File: config.mk
export PLATFORM = sky130hd
export DESIGN_NAME = swsb_mod_unit
export DESIGN_NICKNAME = d
export VERILOG_FILES = /design/src/hdl/swsb_pkg.sv /design/src/hdl/swsb_mod_unit.sv
export SDC_FILE = /design/constraint.sdc
export NUM_CORES = 1
export LEC_CHECK = 0
export ABC_AREA = 1
export BUFFER_PORTS_ARGS = -buffer_cell sky130_fd_sc_hd__buf_2
export CAP_MARGIN = 20
export CORE_ASPECT_RATIO = 0.5
export CORE_MARGIN = 5
export CORE_UTILIZATION = 56
export DETAILED_ROUTE_END_ITERATION = 10
export PLACE_DENSITY_LB_ADDON = 0.3
export SETUP_SLACK_MARGIN = 0.3
export SYNTH_ARGS = -nofsm -noshare
export SYNTH_HDL_FRONTEND = slang
export SYNTH_SLANG_ARGS = --single-unit
File: constraint.sdc
create_clock -name clk_i -period 5.3 [get_ports clk_i]
set_input_delay 1.06 -clock clk_i [delete_from_list [all_inputs] [get_ports clk_i]]
set_output_delay 1.06 -clock clk_i [all_outputs]
set_load 0.005 [all_outputs]
File: src/hdl/swsb_pkg.sv
// ----------------------------------------------------------------------------
// swsb_pkg
// shared types and constants for the sliding window slot buffer
// ----------------------------------------------------------------------------
package swsb_pkg;

  localparam int unsigned MaxSlots = 256;
  localparam int unsigned SlotAw   = $clog2(MaxSlots);
  localparam int unsigned SizeW    = SlotAw + 1;
  localparam int unsigned OffW     = 16;
  localparam int unsigned ValueW   = 32;
  localparam int unsigned SumW     = OffW + 1;

  typedef enum logic [1:0] {
    REQ_READ    = 2'd0,
    REQ_WRITE   = 2'd1,
    REQ_ADVANCE = 2'd2,
    REQ_NOP     = 2'd3
  } req_e;

  typedef struct packed {
    logic [1:0]        req_type;
    logic [OffW-1:0]   offset;
    logic              write_present;
    logic [ValueW-1:0] write_value;
  } in_item_t;

  typedef struct packed {
    logic              read_present;
    logic [ValueW-1:0] read_value;
    logic              status;
  } out_item_t;

  typedef struct packed {
    logic              wr_en;
    logic              wr_present;
    logic              rd_en;
    logic [SlotAw-1:0] addr;
  } store_cmd_t;

endpackage

File: src/hdl/swsb_mod_unit.sv
// ----------------------------------------------------------------------------
// swsb_mod_unit
// iterative remainder unit, one dividend bit per cycle
// ----------------------------------------------------------------------------
module swsb_mod_unit (
  input  logic                       clk_i,
  input  logic                       rst_ni,
  input  logic                       start_i,
  input  logic [swsb_pkg::SumW-1:0]  dividend_i,
  input  logic [swsb_pkg::SizeW-1:0] divisor_i,
  output logic                       done_o,
  output logic [swsb_pkg::SlotAw-1:0] rem_o
);
  import swsb_pkg::*;

  localparam int unsigned CntW = $clog2(SumW + 1);

  logic              busy_q;
  logic              done_q;
  logic [CntW-1:0]   cnt_q;
  logic [SumW-1:0]   dvd_q;
  logic [SizeW-1:0]  rem_q;
  logic [SizeW:0]    trial;
  logic [SizeW:0]    diff;
  logic [SizeW-1:0]  rem_d;

  always_comb begin
    trial = {rem_q, dvd_q[SumW-1]};
    diff  = trial - {1'b0, divisor_i};
    if (trial >= {1'b0, divisor_i}) begin
      rem_d = diff[SizeW-1:0];
    end else begin
      rem_d = trial[SizeW-1:0];
    end
  end

  always_ff @(posedge clk_i or negedge rst_ni) begin
    if (!rst_ni) begin
      busy_q <= 1'b0;
      done_q <= 1'b0;
      cnt_q  <= '0;
    end else begin
      done_q <= 1'b0;
      if (start_i) begin
        busy_q <= 1'b1;
        cnt_q  <= CntW'(SumW);
      end else if (busy_q) begin
        cnt_q <= cnt_q - 1'b1;
        if (cnt_q == CntW'(1)) begin
          busy_q <= 1'b0;
          done_q <= 1'b1;
        end
      end
    end
  end

  always_ff @(posedge clk_i) begin
    if (start_i) begin
      dvd_q <= dividend_i;
      rem_q <= '0;
    end else if (busy_q) begin
      dvd_q <= {dvd_q[SumW-2:0], 1'b0};
      rem_q <= rem_d;
    end
  end

  assign done_o = done_q;
  assign rem_o  = rem_q[SlotAw-1:0];

endmodule

Yosys cells after proc, flatten, opt, wreduce, memory -nomap -nowiden

Index checks and enable logic that the tools add are counted.

Input port bits: 29
Logic and storage cells: 21
Output and inout bits: 9
Bits in registers: 33

Eq/ne operators: 1
Reduce and logical (&&, ||, !) cells: 1
Order comparisons: 1
Add/subtract/negate cells: 2
Multiplexer cells: 11

Operators by type and width:

| kind                                                | number |
|---|---|
| 2-to-1 mux 17 bit                                   | 2 |
| >= comparator 10 x 9 -> 1 bit                       | 1 |
| 2-to-1 mux 5 bit                                    | 2 |
| 2-to-1 mux 9 bit                                    | 1 |
| subtractor 9 bit                                    | 1 |
| 2-to-1 mux 1 bit                                    | 6 |
| equality test 5 x 1 -> 1 bit, second input constant | 1 |
| subtractor 5 x 1 -> 5 bit, second input constant    | 1 |
| nonzero test 2 bit                                  | 1 |

Logic depth before layout (Yosys ltp)

Gate-level depths: netlist of the first run.

Depth after elaboration: 4
Mapped depth: 13
Depth with buffers taken out: 13

Least setup slack after synthesis of the first run

OpenSTA, ideal clock, no wires.

Kind: in2reg
Start point: in divisor_i[0] (netlist bit)
End point: reg rem_q[0]
Cell stages on the path: 12
Slack: 2,854 ps
Library setup time: 142 ps
Buffers on the path: 1
Data required time: 5,158 ps
Data arrival time: 2,304 ps
Cell sequence: ha_1 > inv_1 > fa_1 > nand2_1 > nand2_2 > nand3_2 > nand2_2 > nand2_1 > buf_4 > nand3_1 > nand3_1 > o21ai_0

Longest elaborated chain between the ends: 2
Elaborated cells between the ends (all ways): 3
Those cells by class: add/sub: 1; order compare: 1; mux: 1

RTL lines:

| element                                                                  | RTL line                                 | source |
|---|---|---|
| start, declared                                                          | swsb_mod_unit.sv:10                      | `input logic [swsb_pkg::SizeW-1:0] divisor_i,` |
| subtractor 9 bit / >= comparator 10 x 9 -> 1 bit (equally long branches) | swsb_mod_unit.sv:29, swsb_mod_unit.sv:30 |  |
| 2-to-1 mux 9 bit (*)                                                     | swsb_mod_unit.sv:30                      | `if (trial >= {1'b0, divisor_i}) begin` |
| end signal, assigned                                                     | swsb_mod_unit.sv:63                      | `rem_q <= rem_d;` |
| end, declared                                                            | swsb_mod_unit.sv:22                      | `logic [SizeW-1:0] rem_q;` |

Mark *: on every way between the ends. The rest lies on a longest branch, timed or not.
A chain may end at the register's enable or synchronous reset.

Worst setup path after layout of the first run

Start point: in divisor_i[7] (netlist bit)
End point: reg rem_q[0]

Longest elaborated chain between the ends: 2

RTL lines:

| element                       | RTL line |
|---|---|
| >= comparator 10 x 9 -> 1 bit | swsb_mod_unit.sv:30 |
| 2-to-1 mux 9 bit              | swsb_mod_unit.sv:30 |

No other way between the ends.

==> flow_metrics.py, run 1 <==
metrics = {
    "power_and_ir_drop": {
        "p_leak_uw": 0.00127,
        "p_sw_share_pct": 36.8,
        "powerDensity_nw_per_um2": 400,
        "share_comb_of_total_power_pct": 38.9,
        "switchingPower_uw": 333,
        "cell_internal_pwr_uw": 572,
        "clockPowerShare_pct": 21.0,
        "irDropWorstVdd_uv": 160,
        "seq_power_share_pct": 40.1,
    },
    "clock_network": {
        "cts.root.buffer_cell": "clkbuf_8",
        "cts_tree": "yes",
        "numClockSinks": 33,
        "cts.htree.levels": 2,
        "cts_hold_buffers": 0,
        "postCtsSetupRepairBufs": 0,
        "cts.clk_slew.worst_paths_ns": 0.06,
        "clk_latency_ns": 0.28,
        "cts_buffers": 5,
        "clk_path_buf_depth": 2,
        "post_cts_resized": 0,
    },
    "placed_design": {
        "dp_cells": 342,
        "dpl.hpwl_um": 2970,
        "place_area_sq_um": 2170,
        "place_congestion": 0.949,
        "portBuffers": 37,
    },
    "critical_path": {
        "r2r_cells": 13,
        "worstSetupPathType": "input port to flip-flop",
        "crit_fanout": 11,
        "cp.required_ns": 5.49,
        "critPathCaptureType": "flip-flop",
        "startpoint_type": "input port",
        "rr_startpoint": "dvd_q[16]",
        "rrSetupSlack_ns": 3.14,
        "r2r_end": "rem_q[0]",
        "critPathArrivalTime_ns": 2.83,
    },
    "synth": {
        "postSynth.asyncResetShare_pct": 21.2,
        "ys.flop_type": "edfxtp_1",
        "synth_xor_xnor_area_share_pct": 1.31,
        "synth_top_area_cell": "edfxtp_1",
        "synthAdderAreaFrac_pct": 7.84,
        "yosys.area_share.simple_pct": 31.5,
        "synth_cell_types": 26,
        "synthMuxAreaShare_pct": 0,
        "synth_top_family_by_area": "simple AND/OR/NAND/NOR gates",
        "ys_seq_area_share_pct": 43.1,
        "synth_top_area_share_pct": 25.4,
        "synth_edf_count": 17,
        "synthTopCellsByArea": "edfxtp_1 (25%), nand2_1 (18%), dfxtp_1 (9.0%)",
        "syn_nets": 308,
        "syn_area_per_cell_sq_um": 7.53,
        "ys_seq_elements": 33,
        "synth_compound_area_share_pct": 3.80,
        "yosys-top-cells-count": "nand2_1 (97), inv_1 (42), nand3_1 (22)",
        "netlist_area_sq_um": 2010,
        "synth_cells": 267,
        "yosys_warnings": 0,
        "yosysMostFrequentCell": "nand2_1",
    },
    "sta": {
        "max_freq_mhz": 379,
        "tightestPinTransition_ns": 0.751,
        "maxSlewHeadroom_pct": 49.9,
        "slew_viol_final": 0,
        "rsz0062_at_grt": "false",
        "setup_viol": 0,
        "fin_tns_setup_ns": 0,
        "skew_ns": 0.00502,
        "hold_ws_ns": 0.490,
        "timing.final.crit_share_pct": 49.8,
        "finalCriticalPeriod_ns": 2.64,
        "hold_viol": 0,
    },
    "routing": {
        "dr.pass1.iters": 4,
        "routedWlPerCell_um": 11.0,
        "wirelength_um": 3860,
        "drt_iter0_drc": 35,
        "antenna_left": 0,
        "drc_errors": 0,
        "vias_per_cell": 4.71,
        "routed-via-count": 1649,
    },
    "outcome": {
        "status": "finished clean",
    },
    "floorplan": {
        "boundaryPins": 38,
        "coreArea_sq_um": 3450,
        "die_w_um": 94.7,
        "start_util_pct": 58.2,
        "core.rowCount": 15,
        "fp.dieH_um": 52.4,
        "dieArea_sq_um": 4960,
    },
    "hold_path": {
        "min_to": "cnt_q[2]",
        "hold_depth": 1,
        "min_path_type": "flip-flop to flip-flop",
        "worstHoldStart": "cnt_q[2]",
    },
    "grt": {
        "grt_pass1_vias": 1530,
        "grt-ovfl-total": 0,
        "antenna_found_initial": 0,
        "grt_pass1_wl_um": 6390,
        "grt_max_degree": 24,
        "grt_usage_pct": 17.1,
    },
    "flow_run": {
        "maxCapViolCount": 0,
    },
    "final_layout": {
        "final_cell_area_sq_um": 2260,
        "num_antenna_cells": 0,
        "finalNetCount": 339,
        "postLayoutCoreUtil_pct": 65.4,
        "final-instance-count-excl-fill": 350,
        "drive_above_1_share_pct": 17.1,
        "area_delta_synth_final_pct": 12.4,
    },
}
-- metrics by stage --
step | worst slack, ns | total power [uW]
finish | 2.66 | 904
global route | 2.45 | 980
CTS | 2.67 | 915
detailed placement | 2.38 | 720
global placement | 2.47 | 707
floorplan | 2.85 | 657
-- layout by cell type, fill, tap and decap left out, drive strengths merged --
cell and instances:
dfxtp 9, a21oi 7, nor2 15, inv 42, nand3 24, buf 37, o21ai 7, o22ai 1
clkinv 1, dfrtp 7, edfxtp 17, nand2 101, ha 11, nand4 1, xor2 2, nor3 2
clkbuf 8, nand3b 4, fa 1, and3 1, xnor2 1
-- sequential cells by signal, summed over array words and instances (netlist names) --
| register | cells |
|---|---|
| rem_q | 9 |
| done_o | 1 |
| dvd_q | 17 |
| cnt_q | 5 |
| busy_q | 1 |
-- critical path: stages --
cell and delay, ns:
buf_2 0.07, inv_1 0.03, ha_1 0.33, nand2_1 0.08
nand2_1 0.06, nand2_1 0.06, nand2_1 0.06, nor2_1 0.58
nand2_2 0.22, nand2_1 0.10, nand3_1 0.06, o21ai_0 0.10
-- kinds of logic after synthesis --
kind of cell    after synthesis
flops                        33
fa+ha+maj                    12
xor+xnor                      3
buf+inv                      56
simple gates                148
compound gates               15
-- cell type report --
class	count	area (sq um)
Inverter	43	161
Multi-Input combinational cell	178	893
Timing Repair Buffer	37	185
Clock buffer	8	90.1
Tap cell	51	63.8
Fill cell	329	1190
Sequential cell	33	866
-- power groups by stage --
stage          clock network, uW  logic, uW  registers (uW)
6_report                     190        352             362
5_1_grt                      206        404             371
4_1_cts                      197        354             363
3_5_place_dp                   0        352             368
3_3_place_gp                   0        342             365
2_1_floorplan                  0        302             355
-- layer usage --
| metal | share of wire, % | global-route usage (%) | wire length [um] | vias to the layer above |
|---|---|---|---|---|
| met1 | 47 | 20.3 | 1830 | 717 |
| met4 | 1.6 | 7.18 | 63 | 0 |
| met5 | 0 | 0 | 0 | - |
| li1 | - | - | - | 889 |
| met3 | 4.8 | 4.45 | 184 | 7 |
| met2 | 46 | 29.6 | 1780 | 36 |
-- worst max path at each step --
stage | from | slack (ns) | to | cells past startpoint
finish | divisor_i[7] | 2.66 | rem_q[0] | 12
CTS | divisor_i[7] | 2.67 | rem_q[0] | 12
global placement | divisor_i[7] | 2.47 | rem_q[2] | 12
detailed placement | divisor_i[7] | 2.38 | rem_q[0] | 12
global route | divisor_i[7] | 2.45 | rem_q[0] | 12
floorplan | divisor_i[0] | 2.85 | rem_q[0] | 12
(Power assumes the default switching activity.)
==> inputs of run 2 (changes only) <==
--- a/config.mk
+++ b/config.mk
@@ -5,12 +5,12 @@
 export SDC_FILE = /design/constraint.sdc
 export NUM_CORES = 1
 export LEC_CHECK = 0
-export ABC_AREA = 1
+export ABC_AREA = 0
 export BUFFER_PORTS_ARGS = -buffer_cell sky130_fd_sc_hd__buf_2
 export CAP_MARGIN = 20
 export CORE_ASPECT_RATIO = 0.5
 export CORE_MARGIN = 5
-export CORE_UTILIZATION = 56
+export CORE_UTILIZATION = 50
 export DETAILED_ROUTE_END_ITERATION = 10
 export PLACE_DENSITY_LB_ADDON = 0.3
 export SETUP_SLACK_MARGIN = 0.3
==> constraint.sdc (replaced) <==
create_clock -name clk_i -period 2.2 [get_ports clk_i]
set_input_delay 0.44 -clock clk_i [delete_from_list [all_inputs] [get_ports clk_i]]
set_output_delay 0.44 -clock clk_i [all_outputs]
set_load 0.005 [all_outputs]
==> run 2 against run 1 <==
Compared with the run above:
- the flow now finishes with violations (negative setup slack)
- utilization decreased by 4.3 points
- synthesized cell count is 35% lower
- cell area increased by 4.0%
- register-to-register slack worse by 3.2 ns
- critical path type is now flip-flop to flip-flop
- highest routed layer unchanged
- critical endpoint is now rem_q[1]
- non-clock buffer count up 13
- sequential share of layout area shrank 1.5 points
- critical path depth is 2 lower
==> flow_metrics.py, run 2 <==
metrics = {
    "sta": {
        "max_freq_mhz": 439,
        "finalCriticalPeriod_ns": 2.28,
        "setup_ws_ns": -0.0802,
        "skew_ns": 0.00299,
        "rsz0062_at_grt": "true",
        "hold_ws_ns": 0.458,
        "setup_viol": 9,
        "hold_viol": 0,
        "timing.final.crit_share_pct": 104,
        "slew_viol_final": 0,
        "maxSlewHeadroom_pct": 65.5,
        "tightestPinTransition_ns": 0.518,
    },
    "routing": {
        "dr.pass1.iters": 4,
        "drc_errors": 0,
        "drt_iter0_drc": 39,
        "routed-via-count": 1364,
        "antenna_left": 0,
        "wirelength_um": 3560,
        "routedWlPerCell_um": 13.2,
        "vias_per_cell": 5.03,
    },
    "clock_network": {
        "postCtsSetupRepairBufs": 0,
        "cts.clk_slew.worst_paths_ns": 0.06,
        "numClockSinks": 33,
        "clk_latency_ns": 0.28,
        "cts_buffers": 5,
        "cts.htree.levels": 2,
        "cts_tree": "yes",
        "clk_path_buf_depth": 2,
        "cts.root.buffer_cell": "clkbuf_8",
    },
    "critical_path": {
        "rr_startpoint": "dvd_q[16]",
        "critPathLaunch": "dvd_q[16]",
        "r2r_cells": 10,
        "critPathCaptureType": "flip-flop",
        "worstPathCellList": "inv_2 -> ha_4 -> inv_2 -> fa_2 -> a211oi_4 -> o31ai_4 -> a211oi_4 -> buf_12 -> mux2i_2 -> a211oi_2",
        "cpPeakStageDelay_ns": 0.40,
        "worstSetupPathType": "flip-flop to flip-flop",
        "critPathArrivalTime_ns": 2.43,
        "startpoint_type": "flip-flop",
        "rrSetupSlack_ns": -0.08,
        "cp_slowest_cell": "edfxtp_1",
        "crit_fanout": 10,
        "cp.required_ns": 2.35,
    },
    "outcome": {
        "status": "finished with violations",
        "failed_checks": "negative setup slack",
    },
    "synth": {
        "ys.flop_type": "edfxtp_1",
        "yosys-top-cells-count": "edfxtp_1 (17), mux2_2 (16), inv_1 (15)",
        "syn_area_per_cell_sq_um": 11.3,
        "yosysMostFrequentCell": "edfxtp_1",
        "synthTopCellsByArea": "edfxtp_1 (26%), dfxtp_1 (9.1%), mux2_2 (9.1%)",
        "synth_top_area_cell": "edfxtp_1",
        "synth_cells": 174,
        "ys_seq_elements": 33,
        "netlist_area_sq_um": 1970,
        "syn_nets": 215,
        "synth_cell_types": 46,
        "synth_edf_count": 17,
        "synth_top_area_share_pct": 25.9,
        "postSynth.asyncResetShare_pct": 21.2,
        "yosys_warnings": 0,
        "ys_seq_area_share_pct": 43.9,
    },
    "power_and_ir_drop": {
        "p_leak_uw": 0.00107,
        "irDropWorstVdd_uv": 489,
        "powerDensity_nw_per_um2": 1060,
    },
    "grt": {
        "grt-ovfl-total": 0,
        "grt_pass1_vias": 1414,
        "grt_max_degree": 18,
        "grt_pass1_wl_um": 6190,
        "grt_usage_pct": 14.9,
        "antenna_found_initial": 0,
    },
    "placed_design": {
        "place_congestion": 0.801,
        "pre_cts_slack_ns": -0.180,
        "dpl.hpwl_um": 2750,
        "dp_cells": 262,
        "portBuffers": 37,
    },
    "final_layout": {
        "drive_above_1_share_pct": 39.6,
        "area_delta_synth_final_pct": 19.2,
        "finalNetCount": 257,
        "largest-register": "dvd_q",
        "layout_common_cells": "buf_2 (37), edfxtp_1 (17), mux2_2 (16)",
        "final_common_cell": "buf_2",
        "final-instance-count-excl-fill": 271,
        "num_antenna_cells": 0,
        "largest_register_ffs": 17,
        "top_regs": "dvd_q: 17 flops, rem_q: 9 flops, cnt_q: 5 flops",
    },
    "hold_path": {
        "worstHoldStart": "dividend_i[0]",
        "min_path_type": "input port to flip-flop",
        "hold_depth": 2,
    },
    "floorplan": {
        "dieArea_sq_um": 5380,
        "die_w_um": 98.8,
        "core.rowCount": 16,
        "fp.dieH_um": 54.4,
        "coreArea_sq_um": 3840,
        "start_util_pct": 51.3,
        "boundaryPins": 38,
    },
    "flow_run": {
        "maxCapViolCount": 0,
    },
}
==> run 2: stage by stage <==
step           total power (uW)  TNS (ns)  util (%)  instance area [sq um]
2_1_floorplan              1770    -0.180         -                   1990
3_3_place_gp               2000    -0.956      58.3                   2240
3_5_place_dp               2040     -1.24      58.3                   2240
4_1_cts                    2510    -0.324      60.9                   2340
5_1_grt                    2700     -1.52      61.1                   2350
6_report                   2500    -0.355      61.1                   2350
==> run 2: critical path, delay by kind of cell, from the launching register on <==
kind	cells	cell delay (ns)
compound gates	4	0.70
fa+ha+maj	2	0.53
flops	1	0.40
buf+inv	3	0.30
mux	1	0.22
==> run 2: final timing paths <==
path | end
setup / recovery | rem_q[1]
hold / removal | dvd_q[0]
setup reg to reg | rem_q[1]
hold reg to reg | rem_q[8]
max in group asynchronous | cnt_q[0]
min in group asynchronous | cnt_q[3]
==> run 2: cells by family after synthesis <==
| logic type | Yosys count | share of synthesized area [%] |
|---|---|---|
| flip-flops | 33 | 43.9 |
| adder cells (fa/ha/maj) | 12 | 7.99 |
| AND/OR/NAND/NOR | 36 | 9.39 |
| XOR/XNOR | 9 | 4.00 |
| buffers and inverters | 30 | 7.99 |
| AO/OA/AOI/OAI | 33 | 15.0 |
| multiplexers | 21 | 11.7 |
==> run 2: routing by layer <==
metal | part of all wire (%) | routed length (um) | up-vias | GRT usage (%)
met1 | 47 | 1670 | 630 | 18.4
met3 | 5.6 | 200 | 7 | 3.94
met4 | 1.3 | 47 | 0 | 6.12
li1 | - | - | 699 | -
met2 | 46 | 1650 | 28 | 25.4
met5 | 0 | 0 | - | 0
==> run 2: repair_timing <==
| action | 4_1_cts | 5_1_grt |
|---|---|---|
| gates cloned | 0 | 0 |
| endpoints found under the setup margin | 9 | 9 |
| resized for setup | 0 | 2 |
| pin swaps | 2 | 0 |
| endpoints found under the hold margin | 7 | 0 |
| hold buffers | 1 | 0 |
==> run 2: where the power goes <==
group / leakage (uW) / internal (uW) / total (uW) / switching [uW]
clock network: 0.0000455 / 255 / 454 / 199
registers: 0.000338 / 832 / 971 / 138
logic: 0.000688 / 568 / 1070 / 506
==> run 2: layout make-up <==
type | count | area [sq um]
Clock buffer | 8 | 90.1
Fill cell | 342 | 1490
Inverter | 15 | 56.3
Multi-Input combinational cell | 111 | 972
Sequential cell | 33 | 866
Tap cell | 54 | 67.6
Timing Repair Buffer | 50 | 298
==> inputs of run 3 (changes only) <==
--- a/config.mk
+++ b/config.mk
@@ -5,14 +5,14 @@
 export SDC_FILE = /design/constraint.sdc
 export NUM_CORES = 1
 export LEC_CHECK = 0
-export ABC_AREA = 0
+export ABC_AREA = 1
 export BUFFER_PORTS_ARGS = -buffer_cell sky130_fd_sc_hd__buf_2
 export CAP_MARGIN = 20
 export CORE_ASPECT_RATIO = 0.5
 export CORE_MARGIN = 5
 export CORE_UTILIZATION = 50
 export DETAILED_ROUTE_END_ITERATION = 10
-export PLACE_DENSITY_LB_ADDON = 0.3
+export PLACE_DENSITY = 0.76
 export SETUP_SLACK_MARGIN = 0.3
 export SYNTH_ARGS = -nofsm -noshare
 export SYNTH_HDL_FRONTEND = slang
==> run 3 against run 2 <==
Compared with the run above:
- critical endpoint is now rem_q[2]
- largest cell class unchanged
- maximum frequency grew 21%
- global-route usage grew 0.82 points
- wire length grew 17%
- the run now ends clean
- clock skew grew 0.0035 ns
- clock power grew 20%
==> flow_metrics.py, run 3 (synthesis results as in run 1) <==
metrics = {
    "critical_path": {
        "rr_startpoint": "dvd_q[16]",
        "cp.required_ns": 2.36,
        "cpPeakStageDelay_ns": 0.39,
        "crit_fanout": 5,
        "critPathArrivalTime_ns": 2.05,
        "startpoint_type": "flip-flop",
        "critPathLaunch": "dvd_q[16]",
        "worstSetupPathType": "flip-flop to flip-flop",
        "critPathCaptureType": "flip-flop",
        "crit_top_cell": "nand2_2",
        "cp_slowest_cell": "fa_2",
        "worstPathCellList": "inv_2 -> ha_4 -> inv_4 -> fa_2 -> nand2_2 -> nand2_2 -> nand3_2 -> nand2_2 -> nand2_4 -> buf_6 -> nand3_1 -> nand3_1 -> o21ai_1",
    },
    "final_layout": {
        "drive_above_1_share_pct": 22.3,
        "layout_common_cells": "nand2_1 (95), inv_1 (40), buf_2 (37)",
        "num_antenna_cells": 0,
        "fillerInstances": 360,
        "largest-register": "dvd_q",
        "final-instance-count-excl-fill": 363,
        "final_common_cell": "nand2_1",
        "top_regs": "dvd_q: 17 flops, rem_q: 9 flops, cnt_q: 5 flops",
        "largest_register_ffs": 17,
        "final_cell_area_sq_um": 2410,
        "area_delta_synth_final_pct": 20.1,
        "finalNetCount": 349,
    },
    "clock_network": {
        "cts.htree.levels": 2,
        "cts_tree": "yes",
        "clk_path_buf_depth": 2,
        "cts.root.buffer_cell": "clkbuf_8",
        "cts_buffers": 5,
        "numClockSinks": 33,
        "cts.clk_slew.worst_paths_ns": 0.07,
        "clk_latency_ns": 0.28,
    },
    "sta": {
        "skew_ns": 0.00652,
        "tightestPinTransition_ns": 0.577,
        "max_freq_mhz": 530,
        "hold_ws_ns": 0.418,
        "finalCriticalPeriod_ns": 1.89,
        "maxSlewHeadroom_pct": 61.4,
        "timing.final.crit_share_pct": 85.7,
        "hold_viol": 0,
        "rsz0062_at_grt": "true",
        "setup_viol": 0,
        "slew_viol_final": 0,
    },
    "routing": {
        "antenna_left": 0,
        "drt_iter0_drc": 41,
        "drc_errors": 0,
        "dr.pass1.iters": 4,
        "vias_per_cell": 4.75,
        "routed-via-count": 1724,
        "routedWlPerCell_um": 11.5,
        "wirelength_um": 4170,
    },
    "floorplan": {
        "dieArea_sq_um": 5470,
        "start_util_pct": 51.8,
        "boundaryPins": 38,
        "coreArea_sq_um": 3880,
        "fp.dieH_um": 54.8,
        "core.rowCount": 16,
        "die_w_um": 99.7,
    },
    "placed_design": {
        "place_area_sq_um": 2220,
        "dpl.hpwl_um": 3070,
        "portBuffers": 37,
        "dp_cells": 351,
        "place_congestion": 0.962,
    },
    "outcome": {
        "status": "finished clean",
    },
    "grt": {
        "antenna_found_initial": 0,
        "grt_usage_pct": 15.7,
        "grt-ovfl-total": 0,
        "grt_pass1_wl_um": 6670,
        "grt_pass1_vias": 1586,
        "grt_max_degree": 18,
    },
    "power_and_ir_drop": {
        "irDropWorstVdd_uv": 425,
        "powerDensity_nw_per_um2": 983,
        "p_leak_uw": 0.00134,
    },
    "hold_path": {
        "min_path_type": "input port to flip-flop",
        "worstHoldStart": "dividend_i[0]",
    },
    "flow_run": {
        "maxCapViolCount": 0,
    },
}
## run 3: metal layers
layer	track usage (%)	routed length, um	vias to the layer above
li1	-	-	911
met1	18.9	1930	770
met2	27.6	2020	43
met3	3.94	216	0
met4	6.80	0	0
met5	0	0	-
## run 3: metrics by stage
step	utilization (%)	worst slack, ns	setup TNS, ns	total power, uW
5_1_grt	62.2	0.229	0	2560
3_5_place_dp	57.1	-0.0730	-0.411	1750
3_3_place_gp	57.1	0.0335	0	1720
4_1_cts	60.4	0.329	0	2310
2_1_floorplan	-	0.374	0	1580
6_report	62.2	0.315	0	2370
## run 3: worst max-delay path, delay by kind of cell (launching register included)
kind,cells,cell delay [ns]
buffers and inverters,3,0.24
AOI/OAI and AO/OA,1,0.07
DFF,1,0.37
and+or+nand+nor,7,0.57
adders and majority gates,2,0.52
## run 3: power breakdown
group          total (uW)  internal (uW)  switching [uW]
clock network         546            334             212
registers             872            783            89.5
logic                 956            393             563
total                2370           1510             865
## run 3: worst paths after layout
check                      endpoint  slack (ns)  cells after the start
max in group asynchronous    done_o        1.51                      2
setup reg to reg           rem_q[2]        0.31                     13
hold / removal             dvd_q[0]        0.42                      3
min in group asynchronous  cnt_q[4]        0.53                      2
hold reg to reg            rem_q[8]        0.49                      2
setup / recovery           rem_q[2]        0.31                     13
## run 3: cell type report
cell class	instances	area, sq um	share of cell area [%]
clock buffer	6	72.6	3.01
clock inverter	2	33.8	1.40
timing repair buffer	47	270	11.2
tap	54	67.6	2.80
multi-input combinational	178	941	39.0
sequential	33	866	35.9
inverter	43	164	6.79
## run 3: timing repair
action,in CTS,in global routing
endpoints found under the hold margin,7,0
hold buffers,1,0
pin swaps,0,6
setup endpoints to repair,9,9
gates resized for setup,4,16
setup buffers,0,2
cloned,0,1
